`config.mk`:
```
export PLATFORM = sky130hd
export DESIGN_NAME = segment_address_translator
export DESIGN_NICKNAME = d
export VERILOG_FILES = /design/src/sv/sat_pkg.sv /design/src/sv/segment_address_translator.sv /design/src/sv/sat_divider.sv /design/src/sv/sat_table_ram.sv
export SDC_FILE = /design/constraint.sdc
export NUM_CORES = 2
export LEC_CHECK = 0
export ABC_AREA = 0
export CORE_MARGIN = 1
export CORE_UTILIZATION = 31
export CTS_CLUSTER_SIZE = 20
export DETAILED_ROUTE_END_ITERATION = 8
export DONT_BUFFER_PORTS = 1
export GPL_TIMING_DRIVEN = 0
export PLACE_DENSITY_LB_ADDON = 0.15
export SLEW_MARGIN = 20
export SYNTH_ARGS = -nofsm -noshare
export SYNTH_HDL_FRONTEND = slang
export SYNTH_SLANG_ARGS = --single-unit
```
`constraint.sdc`:
```
create_clock -name clk -period 10.1 [get_ports clk]
set_input_delay 1.01 -clock clk [delete_from_list [all_inputs] [get_ports clk]]
set_output_delay 1.01 -clock clk [all_outputs]
set_load 0.01 [all_outputs]
```
`src/sv/sat_pkg.sv`:
```
// ============================================================================
// Segment address translator package
// Shared types, constants and codes for the segment address translator.
// ============================================================================
package sat_pkg;

    // Table geometry.
    localparam int NUM_SLOTS = 16;
    localparam int SLOT_BITS = $clog2(NUM_SLOTS);
    localparam int SCAN_BITS = $clog2(NUM_SLOTS + 1);

    // Field widths.
    localparam int ADDR_W = 32;
    localparam int ID_W   = 16;
    localparam int ASZ_W  = 16;

    // Reset value of the maximum segment size register.
    localparam logic [ADDR_W-1:0] MAX_SEG_RESET = ADDR_W'(64);

    // Divider step count, one quotient bit per step.
    localparam int DIV_STEPS = ADDR_W;
    localparam int DIV_CNT_W = $clog2(DIV_STEPS + 1);

    typedef enum logic {
        CMD_WRITE     = 1'b0,
        CMD_TRANSLATE = 1'b1
    } cmd_t;

    typedef enum logic [1:0] {
        ST_OK         = 2'd0,
        ST_NO_SEGMENT = 2'd1,
        ST_BEYOND_END = 2'd2
    } status_t;

    typedef enum logic [2:0] {
        FSM_IDLE,
        FSM_DIVIDE,
        FSM_SEARCH,
        FSM_CHECK,
        FSM_FINISH
    } fsm_state_t;

    // One input item.
    typedef struct packed {
        cmd_t              command;
        logic [3:0]        entry_slot;
        logic              entry_valid;
        logic [ID_W-1:0]   entry_id;
        logic [ADDR_W-1:0] entry_base;
        logic [ADDR_W-1:0] entry_size;
        logic [ADDR_W-1:0] logical_address;
        logic [ASZ_W-1:0]  access_size;
    } in_item_t;

    // One result item.
    typedef struct packed {
        status_t           status;
        logic [ADDR_W-1:0] physical_address;
        logic [ADDR_W-1:0] segment_number;
        logic [ADDR_W-1:0] segment_offset;
    } out_item_t;

    // One segment table entry as held in the table memory.
    typedef struct packed {
        logic [ID_W-1:0]   id;
        logic [ADDR_W-1:0] base;
        logic [ADDR_W-1:0] size;
    } entry_t;

endpackage

```
`src/sv/segment_address_translator.sv`:
```
// ============================================================================
// Segment address translator
// Segmentation MMU: segment table writes and logical address translation.
// ============================================================================
// The block takes one transfer at a time. A table write is stored as it is
// taken and then reported. A translation splits the address with a
// one-bit-per-cycle divider, then scans the table memory one slot per cycle
// through its single read port, stopping at the first valid match, then
// does the bounds check; a segment number wider than 16 bits skips the scan.
// The next input transfer is taken once the result sits in the output
// register, even while that result is still stalled. The maximum segment
// size register may be written only while the block is idle.
module segment_address_translator (
    input  logic                       clk,
    input  logic                       rst_n,
    input  logic                       cfg_write_en,
    input  logic [sat_pkg::ADDR_W-1:0] cfg_write_data,
    input  logic                       in_valid,
    output logic                       in_stall,
    input  sat_pkg::in_item_t          in_data,
    output logic                       out_valid,
    input  logic                       out_stall,
    output sat_pkg::out_item_t         out_data
);

    sat_pkg::fsm_state_t            state_reg;
    sat_pkg::fsm_state_t            state_next;
    logic [sat_pkg::ADDR_W-1:0]     max_seg_reg;
    logic [sat_pkg::NUM_SLOTS-1:0]  slot_valid_reg;
    sat_pkg::in_item_t              item_reg;
    logic [sat_pkg::SCAN_BITS-1:0]  scan_reg;
    logic                           pending_reg;
    logic [sat_pkg::SLOT_BITS-1:0]  cmp_slot_reg;
    logic [sat_pkg::ADDR_W-1:0]     base_reg;
    logic [sat_pkg::ADDR_W-1:0]     size_reg;
    sat_pkg::status_t               status_reg;
    sat_pkg::status_t               status_next;
    logic [sat_pkg::ADDR_W-1:0]     phys_reg;
    logic [sat_pkg::ADDR_W-1:0]     phys_next;
    logic                           out_valid_reg;
    sat_pkg::out_item_t             out_data_reg;
    sat_pkg::out_item_t             out_data_next;

    logic                           accept;
    logic                           ram_we;
    logic                           div_start;
    logic                           div_done;
    logic [sat_pkg::ADDR_W-1:0]     quotient;
    logic [sat_pkg::ADDR_W-1:0]     remainder;
    sat_pkg::entry_t                ram_wdata;
    sat_pkg::entry_t                ram_rdata;
    logic                           issue;
    logic                           hit;
    logic                           miss;
    logic                           out_load;
    logic [sat_pkg::ADDR_W:0]       span;
    logic                           beyond;

    // Input transfer.
    assign in_stall = (state_reg != sat_pkg::FSM_IDLE);
    assign accept   = in_valid && !in_stall;

    // Segment table memory.
    assign ram_wdata.id   = in_data.entry_id;
    assign ram_wdata.base = in_data.entry_base;
    assign ram_wdata.size = in_data.entry_size;

    sat_table_ram u_table (
        .clk     (clk),
        .wr_en   (ram_we),
        .wr_addr (sat_pkg::SLOT_BITS'(in_data.entry_slot)),
        .wr_data (ram_wdata),
        .rd_addr (scan_reg[sat_pkg::SLOT_BITS-1:0]),
        .rd_data (ram_rdata)
    );

    // Address splitter.
    sat_divider u_div (
        .clk       (clk),
        .rst_n     (rst_n),
        .start     (div_start),
        .dividend  (in_data.logical_address),
        .divisor   (max_seg_reg),
        .done      (div_done),
        .quotient  (quotient),
        .remainder (remainder)
    );

    // Scan compare. The memory and the valid bits change only on an accepted
    // write in idle, so the scan never overlaps a write to the same slot.
    always_comb
    begin
        issue = (scan_reg < sat_pkg::SCAN_BITS'(sat_pkg::NUM_SLOTS));
        hit   = pending_reg && slot_valid_reg[cmp_slot_reg]
                && (ram_rdata.id == quotient[sat_pkg::ID_W-1:0])
                && (quotient[sat_pkg::ADDR_W-1:sat_pkg::ID_W] == '0);
        miss  = (quotient[sat_pkg::ADDR_W-1:sat_pkg::ID_W] != '0)
                || (!pending_reg && !issue);
    end

    // Bounds check at 33 bits.
    always_comb
    begin
        span   = {1'b0, remainder} + (sat_pkg::ADDR_W + 1)'(item_reg.access_size);
        beyond = (span > {1'b0, size_reg});
    end

    // Next state.
    always_comb
    begin
        state_next = state_reg;
        case (state_reg)
            sat_pkg::FSM_IDLE:
            begin
                if (accept)
                begin
                    if (in_data.command == sat_pkg::CMD_TRANSLATE)
                    begin
                        state_next = sat_pkg::FSM_DIVIDE;
                    end
                    else
                    begin
                        state_next = sat_pkg::FSM_FINISH;
                    end
                end
            end
            sat_pkg::FSM_DIVIDE:
            begin
                if (div_done)
                begin
                    state_next = sat_pkg::FSM_SEARCH;
                end
            end
            sat_pkg::FSM_SEARCH:
            begin
                if (hit)
                begin
                    state_next = sat_pkg::FSM_CHECK;
                end
                else if (miss)
                begin
                    state_next = sat_pkg::FSM_FINISH;
                end
            end
            sat_pkg::FSM_CHECK:
            begin
                state_next = sat_pkg::FSM_FINISH;
            end
            sat_pkg::FSM_FINISH:
            begin
                if (out_load)
                begin
                    state_next = sat_pkg::FSM_IDLE;
                end
            end
            default:
            begin
                state_next = sat_pkg::FSM_IDLE;
            end
        endcase
    end

    // State machine outputs.
    always_comb
    begin
        ram_we      = 1'b0;
        div_start   = 1'b0;
        out_load    = 1'b0;
        status_next = status_reg;
        phys_next   = phys_reg;
        case (state_reg)
            sat_pkg::FSM_IDLE:
            begin
                if (accept && in_data.command == sat_pkg::CMD_WRITE)
                begin
                    ram_we = (int'(in_data.entry_slot) < sat_pkg::NUM_SLOTS);
                end
                div_start   = accept && (in_data.command == sat_pkg::CMD_TRANSLATE);
                status_next = sat_pkg::ST_OK;
                phys_next   = '0;
            end
            sat_pkg::FSM_SEARCH:
            begin
                if (!hit && miss)
                begin
                    status_next = sat_pkg::ST_NO_SEGMENT;
                end
            end
            sat_pkg::FSM_CHECK:
            begin
                if (beyond)
                begin
                    status_next = sat_pkg::ST_BEYOND_END;
                end
                else
                begin
                    phys_next = base_reg + remainder;
                end
            end
            sat_pkg::FSM_FINISH:
            begin
                out_load = !out_valid_reg || !out_stall;
            end
            default:
            begin
                ram_we = 1'b0;
            end
        endcase
    end

    // Result assembly; a table write reports zeros.
    always_comb
    begin
        out_data_next.status           = status_reg;
        out_data_next.physical_address = phys_reg;
        out_data_next.segment_number   = quotient;
        out_data_next.segment_offset   = remainder;
        if (item_reg.command == sat_pkg::CMD_WRITE)
        begin
            out_data_next.status           = sat_pkg::ST_OK;
            out_data_next.physical_address = '0;
            out_data_next.segment_number   = '0;
            out_data_next.segment_offset   = '0;
        end
    end

    // Control registers.
    always_ff @(posedge clk or negedge rst_n)
    begin
        if (!rst_n)
        begin
            state_reg      <= sat_pkg::FSM_IDLE;
            max_seg_reg    <= sat_pkg::MAX_SEG_RESET;
            slot_valid_reg <= '0;
            scan_reg       <= '0;
            pending_reg    <= 1'b0;
            out_valid_reg  <= 1'b0;
        end
        else
        begin
            state_reg <= state_next;
            if (cfg_write_en)
            begin
                max_seg_reg <= cfg_write_data;
            end
            if (ram_we)
            begin
                slot_valid_reg[sat_pkg::SLOT_BITS'(in_data.entry_slot)] <=
                    in_data.entry_valid;
            end
            // Scan address and read-pending flag.
            if (state_reg == sat_pkg::FSM_SEARCH)
            begin
                pending_reg <= issue;
                if (issue)
                begin
                    scan_reg <= scan_reg + 1'b1;
                end
            end
            else
            begin
                pending_reg <= 1'b0;
                scan_reg    <= '0;
            end
            // Output register.
            if (out_load)
            begin
                out_valid_reg <= 1'b1;
            end
            else if (!out_stall)
            begin
                out_valid_reg <= 1'b0;
            end
        end
    end

    // Payload registers.
    always_ff @(posedge clk)
    begin
        if (accept)
        begin
            item_reg <= in_data;
        end
        if (state_reg == sat_pkg::FSM_SEARCH)
        begin
            cmp_slot_reg <= scan_reg[sat_pkg::SLOT_BITS-1:0];
        end
        if (hit)
        begin
            base_reg <= ram_rdata.base;
            size_reg <= ram_rdata.size;
        end
        status_reg <= status_next;
        phys_reg   <= phys_next;
        if (out_load)
        begin
            out_data_reg <= out_data_next;
        end
    end

    assign out_valid = out_valid_reg;
    assign out_data  = out_data_reg;

    // An accepted item keeps the input side stalled on the next cycle.
    a_busy_after_accept: assert property (@(posedge clk) disable iff (!rst_n)
        accept |=> in_stall)
        else $error("input not stalled after a transfer");

    // A fault never carries a physical address.
    a_fault_zero_phys: assert property (@(posedge clk) disable iff (!rst_n)
        out_valid && (out_data.status != sat_pkg::ST_OK)
        |-> (out_data.physical_address == '0))
        else $error("faulted result carries an address");

    // The divider finishes only while the controller waits for it.
    a_div_done_in_divide: assert property (@(posedge clk) disable iff (!rst_n)
        div_done |-> (state_reg == sat_pkg::FSM_DIVIDE))
        else $error("divider finished outside the divide state");

    // Table writes happen only from idle, never during a scan.
    a_write_when_idle: assert property (@(posedge clk) disable iff (!rst_n)
        ram_we |-> (state_reg == sat_pkg::FSM_IDLE))
        else $error("table written while busy");

endmodule

```
`src/sv/sat_divider.sv`:
```
// ============================================================================
// Segment address translator divider
// Restoring unsigned divider producing one quotient bit per cycle.
// ============================================================================
module sat_divider (
    input  logic                       clk,
    input  logic                       rst_n,
    input  logic                       start,
    input  logic [sat_pkg::ADDR_W-1:0] dividend,
    input  logic [sat_pkg::ADDR_W-1:0] divisor,
    output logic                       done,
    output logic [sat_pkg::ADDR_W-1:0] quotient,
    output logic [sat_pkg::ADDR_W-1:0] remainder
);

    logic [sat_pkg::DIV_CNT_W-1:0] cnt_reg;
    logic [sat_pkg::ADDR_W-1:0]    quo_reg;
    logic [sat_pkg::ADDR_W-1:0]    rem_reg;
    logic [sat_pkg::ADDR_W-1:0]    dsr_reg;
    logic [sat_pkg::ADDR_W:0]      trial;
    logic                          take;

    // Trial subtraction of the shifted partial remainder. A zero divisor
    // always subtracts, which leaves all ones and the dividend as remainder.
    always_comb
    begin
        trial = {rem_reg, quo_reg[sat_pkg::ADDR_W-1]};
        take  = (trial >= {1'b0, dsr_reg});
    end

    // Step counter.
    always_ff @(posedge clk or negedge rst_n)
    begin
        if (!rst_n)
        begin
            cnt_reg <= '0;
        end
        else if (start)
        begin
            cnt_reg <= sat_pkg::DIV_CNT_W'(sat_pkg::DIV_STEPS);
        end
        else if (cnt_reg != '0)
        begin
            cnt_reg <= cnt_reg - 1'b1;
        end
    end

    // Quotient and remainder shift registers.
    always_ff @(posedge clk)
    begin
        if (start)
        begin
            quo_reg <= dividend;
            rem_reg <= '0;
            dsr_reg <= divisor;
        end
        else if (cnt_reg != '0)
        begin
            quo_reg <= {quo_reg[sat_pkg::ADDR_W-2:0], take};
            if (take)
            begin
                rem_reg <= sat_pkg::ADDR_W'(trial - {1'b0, dsr_reg});
            end
            else
            begin
                rem_reg <= trial[sat_pkg::ADDR_W-1:0];
            end
        end
    end

    // The final step completes at the edge where done is high.
    assign done      = (cnt_reg == sat_pkg::DIV_CNT_W'(1));
    assign quotient  = quo_reg;
    assign remainder = rem_reg;

endmodule

```
`src/sv/sat_table_ram.sv`:
```
// ============================================================================
// Segment address translator table memory
// Single-port-write, single-port-read memory of segment entries.
// ============================================================================
module sat_table_ram (
    input  logic                          clk,
    input  logic                          wr_en,
    input  logic [sat_pkg::SLOT_BITS-1:0] wr_addr,
    input  sat_pkg::entry_t               wr_data,
    input  logic [sat_pkg::SLOT_BITS-1:0] rd_addr,
    output sat_pkg::entry_t               rd_data
);

    sat_pkg::entry_t mem [sat_pkg::NUM_SLOTS];
    sat_pkg::entry_t rd_data_reg;

    // Write port.
    always_ff @(posedge clk)
    begin
        if (wr_en)
        begin
            mem[wr_addr] <= wr_data;
        end
    end

    // Registered read port.
    always_ff @(posedge clk)
    begin
        rd_data_reg <= mem[rd_addr];
    end

    assign rd_data = rd_data_reg;

endmodule
```
======== Word-level counts from Yosys, hierarchy flattened ========
Memory sizes are Yosys's and may differ from the RTL's. A register that Yosys moved wholly into a read port is not among the register bits.
Index checks and enable logic that the tools add are counted.
W data, S select, Z words.
storage, ports and cells
  input port bits ......................... 171
  RAM bits ................................ 1,280
  flip-flop bits (word level) ............. 377
  word-level logic and storage cells ...... 110
  memories kept ........................... 1
memories
  name         depth  width  rd ports  clocked after memory_dff  write ports  line                 source
  u_table.mem  16     80     1         1                         1            sat_table_ram.sv:14  sat_pkg::entry_t mem [sat_pkg::NUM_SLOTS];
cells by class
  bitwise gates (word level) .............. 1
  reduce and logical (&&, ||, !) cells .... 28
  $lt $le $gt $ge ......................... 6
  equality and inequality tests ........... 15
  mux-type cells .......................... 33
  add/sub/neg operators ................... 5
operators with widths
  cell                  count
  $mux W32              4
  $pmux W32 S2          1
  $add A32 B16 Y33      1
  $ge A33 B32 Y1        1
  $gt A33 B32 Y1        1
  $add A32 B32 Y32      1
  $sub A32 B32 Y32      1
  $mux W3               6
  $bwmux W16            1
  $eq A16 B16 Y1        1
  $logic_not A16 Y1     1
  $reduce_bool A16 Y1   1
  $pmux W3 S5           1
  $ne A2 B2 Y1 const B  7
  $mux W6               2
  $mux W1               11
  $lt A4 B5 Y1 const B  2
  $mux W5               2
  $logic_and A1 B1 Y1   9
  $eq A3 B2 Y1 const B  2
  $eq A6 B1 Y1 const B  1
  $logic_not A1 Y1      6
  $pmux W2 S3           1
  $reduce_bool A3 Y1    2
  other kinds (19)      22

======== Depth between registers and ports, before layout ========
  word-level depth ........................ 9
  depth in mapped cells ................... 20
  gate-level depth less buffers ........... 20

======== Cells and area by module ========
From an unflattened synthesis, not the netlist that was laid out.
unflattened totals
  cells, all modules ...................... 3,790
  area total of the unflattened synthesis .. 69,235.2 µm²
by module, submodules not included
  module                      area each (µm²)  instances  sequential area each (µm²)  cells an instance
  sat_table_ram               49,422.4         1          40,038.4                    2,054
  segment_address_translator  13,604.3         1          7,968.9                     1,100
  sat_divider                 6,208.5          1          2,712.6                     636

======== Least setup slack after synthesis ========
Ideal clock, no wire load.
  path kind ............................... input to register
  start ................................... in in_data[130] (netlist name)
  end ..................................... reg slot_valid_reg[0] (netlist name)
  path slack .............................. 1.804 ns
  cell stages on the path ................. 3
  data arrival time ....................... 8.202 ns
  setup time .............................. 0.094 ns
  cell sequence ........................... nor4_1 > nor3b_1 > mux2_2
on the way
  cells in the longest elaborated chain, start to end .. 5
RTL lines
  element                                                             line                               source
  start: declaration                                                  segment_address_translator.sv:20   input sat_pkg::in_item_t in_data,
  $lt A4 B5 Y1 (not written as such) or $ge A4 B1 Y1 (tied branches)  segment_address_translator.sv:248  slot_valid_reg[sat_pkg::SLOT_BITS'(in_data.entry_slot)] <=
  $logic_and A1 B1 Y1 (not written as such)                           segment_address_translator.sv:248
  $mux W1 (not written as such)                                       segment_address_translator.sv:248
  $demux W1 S4 (*)                                                    segment_address_translator.sv:248
  $bwmux W16 (*)                                                      segment_address_translator.sv:248
  end signal: indexed assignment                                      segment_address_translator.sv:248
  end: declaration                                                    segment_address_translator.sv:29   logic [sat_pkg::NUM_SLOTS-1:0] slot_valid_reg;
Every way passes the cells marked *; elsewhere a longest branch is shown, timed or not.
A chain may end at the register's enable or synchronous reset.

======== Worst setup path after layout ========
  start ................................... reg u_div.rem_reg (netlist bit u_div.remainder[0])
  end ..................................... reg phys_reg[3] (netlist name) (enable)
on the way
  cells in the longest elaborated chain, start to end .. 4
RTL lines
  element                             line                               source
  start: declaration                  sat_divider.sv:18                  logic [sat_pkg::ADDR_W-1:0] rem_reg;
  start signal: assignment            sat_divider.sv:62                  rem_reg <= sat_pkg::ADDR_W'(trial - {1'b0, dsr_reg});
  start signal: assignment            sat_divider.sv:66                  rem_reg <= trial[sat_pkg::ADDR_W-1:0];
  $add A32 B16 Y33                    segment_address_translator.sv:104  span = {1'b0, remainder} + (sat_pkg::ADDR_W + 1)'(item_reg.access_size);
  $gt A33 B32 Y1                      segment_address_translator.sv:105  beyond = (span > {1'b0, size_reg});
  $ne A2 B2 Y1 (no source line)       --
  $reduce_and A2 Y1 (no source line)  --
  end signal: assignment              segment_address_translator.sv:294  phys_reg <= phys_next;
  end: declaration                    segment_address_translator.sv:38   logic [sat_pkg::ADDR_W-1:0] phys_reg;
No other way between the ends.

==> impl_metrics.py <==
metrics = {
    "timing": {
        "fmax_ghz": 0.164,
        "fin_crit_ns": 6.10,
        "hold_viol_final": 0,
        "finalSetupViolCount": 0,
        "whs_ns": 0.0592,
        "drv_slew": 0,
        "skew_ns": 0.0367,
        "worstMarginPinSlew_ns": 1.12,
        "relSlewSlack_pct": 25.6,
        "rsz0062_at_grt": "no",
        "post-route-period-util_pct": 60.4,
    },
    "floorplan": {
        "initial_core_util_pct": 31.3,
        "rows": 172,
        "die_y_um": 473,
        "die_w_um": 473,
        "io_pins": 271,
        "dieArea_um2": 224000,
        "core-area_um2": 220000,
    },
    "route": {
        "wl_per_cell_um": 29.0,
        "vias_per_cell": 4.99,
        "first_pass_iters": 5,
        "wirelength_um": 204000,
        "vias": 35000,
        "postRouteAntennaNets": 0,
        "drt_iter0_drc": 2954,
        "route.detailed.drc": 0,
    },
    "global_route": {
        "grt_pass1_vias": 35800,
        "grt_max_degree": 65,
        "grt.total_usage_pct": 18.1,
        "overflow": 0,
        "antenna_found_initial": 38,
        "grt_pass1_wl_um": 284000,
    },
    "logic_synthesis": {
        "ys_ff_latch": 1737,
        "syn_area_per_cell_um2": 19.4,
        "synth_cells": 3549,
        "synthFlopType": "edfxtp_1",
        "synth_fp_nets": 3837,
        "async_reset_ff_share_pct": 3.68,
        "seq_area_frac_synth_pct": 73.8,
        "synth_edf_count": 1561,
        "synth_warnings": 0,
        "syn-cell-area_um2": 68700,
        "synth.distinct_cells": 75,
    },
    "place": {
        "gp_congestion": 0.843,
        "numPortBuffers": 0,
        "dp_hpwl_um": 141000,
    },
    "power_and_ir_drop": {
        "power.leakage_nw": 26.6,
        "vdd_drop_max_v": 0.000141,
        "p_per_area_nw_per_um2": 247,
    },
    "final_layout": {
        "largest_register_ffs": 1280,
        "syn2layout_area_growth_pct": 18.3,
        "final_common_cell": "edfxtp_1",
        "nets": 4177,
        "final_cell_mix": "1561 x edfxtp_1, 405 x mux4_2, 196 x clkbuf_16",
        "drive_gt1_share_pct": 24.0,
        "finish.utilization_pct": 37.0,
        "fill_cells": 20400,
    },
    "min_path": {
        "hp-class": "input pin to asynchronous set/reset pin",
    },
    "run": {
        "maxCapViolations": 0,
    },
    "critical_path": {
        "worst_ep_required_time_ns": 10.53,
        "cp-start-kind": "register",
        "critPathArrivalTime_ns": 6.53,
        "crit_type": "register to register",
        "worstSetupStartpoint": "u_div.remainder[0]$_SDFFE_PP0P_",
        "crit_fanout": 32,
        "cp-end-kind": "register",
        "timing.rr.start": "u_div.remainder[0]$_SDFFE_PP0P_",
    },
    "clock_network": {
        "clk_latency_ns": 0.83,
        "cts_sinks": 1737,
        "h-tree-depth": 4,
        "cts_tree": "done",
        "cts_resized": 0,
        "clock_tree.buffer_depth": 3,
        "clk_pin_slew_ns": 0.06,
        "clk_root_buffer_cell": "clkbuf_16",
        "cts_buffers": 188,
    },
    "run_status": {
        "outcome": "completed",
    },
}
## path summary, 6_finish.rpt
path / to / slack (ns) / cells after the start
worst max-delay path: phys_reg[3]$_SDFFCE_PN0P_ / 4.00 / 19
worst min-delay path: max_seg_reg[31]$_DFFE_PN0P_ / 0.06 / 1
worst max register to register: phys_reg[3]$_SDFFCE_PN0P_ / 4.00 / 19
worst min register to register: size_reg[27]$_DFFE_PP_ / 0.40 / 0
max in group asynchronous: state_reg[2]$_DFFE_PN0P_ / 9.70 / 1
min in group clk: u_table.mem[11][18]$_DFFE_PP_ / 0.28 / 0
## area by class of cell
cell class	count	area, µm²	area share [%]
antenna	5	12.5	0.0154
buffer	147	656	0.806
clock buffer	261	5270	6.48
clock inverter	93	880	1.08
inverter	101	382	0.469
multi-input combinational	1564	17200	21.1
sequential	1737	50700	62.4
tap	2958	3700	4.55
timing repair buffer	150	2520	3.10
## timing repair
action	CTS	global route
hold endpoints to repair	64	0
setup buffers	0	0
hold buffers	1	0
## report_power, final
part           switching [mW]  leakage [nW]  internal (mW)
clock network            2.88          3.00           3.96
registers               0.645          15.9           8.47
logic                    2.32          7.67           1.78
total                    5.84          26.6           14.2
## Yosys cell counts (49+ instances only)
cell type / instances / share of area [%]
dfxtp_1: 112 / 3.3
xnor2_1: 68 / 0.87
nor2_1: 99 / 0.54
o21ai_0: 67 / 0.49
and2_1: 106 / 0.96
dfrtp_1: 63 / 2.3
mux4_2: 405 / 13
edfxtp_1: 1561 / 68
ha_1: 114 / 2.1
nand2_1: 168 / 0.92
mux2_2: 49 / 0.80
clkbuf_1: 111 / 0.61
a21oi_1: 98 / 0.71
inv_1: 101 / 0.55
## stage by stage
stage | setup WS, ns | instances | area (µm²) | power (mW) | TNS, ns
2_1_floorplan | 1.80 | 3549 | 68700 | 11.8 | 0
3_3_place_gp | -10.64 | 6507 | 72400 | 13.3 | -4056.27
3_5_place_dp | 4.02 | 6655 | 75100 | 13.4 | 0
4_1_cts | 3.94 | 7010 | 81300 | 20.3 | 0
5_1_grt | 3.44 | 7012 | 81300 | 20.9 | 0
6_report | 4.00 | 7016 | 81300 | 20.1 | 0
## cells by family after synthesis
kind of cell	after synthesis	synth area share (%)
flops	1737	73.8
simple gates	552	4.05
mux	472	14.3
compound gates	326	3.02
buf+inv	248	1.42
fa+ha+maj	117	2.16
xor+xnor	97	1.24
## routing by layer
layer	vias to the layer above	GRT usage [%]	share of wire, %
li1	15000	-	-
met2	1136	28.7	46
met3	265	4.28	6.5
met4	8	4.76	2.5
met1	18500	25.0	45
met5	-	0	0.030
## worst max-delay path: stages, from the launching register on
cell       delay [ns]
dfxtp_1          0.62
ha_1             0.26
inv_1            0.05
fa_1             0.39
nor2b_1          0.14
o21a_1           0.13
o21ai_0          0.17
a211oi_1         0.29
nor2_1           0.11
a31oi_1          0.63
nand3_1          0.19
xnor2_1          0.17
ha_1             0.31
a21o_1           0.17
a2111oi_0        0.39
nand2_1          0.14
a2111oi_0        0.32
a21oi_1          0.13
a41oi_1          0.36
or2_2            0.70
No activity file was read; power rests on OpenSTA's default activity.
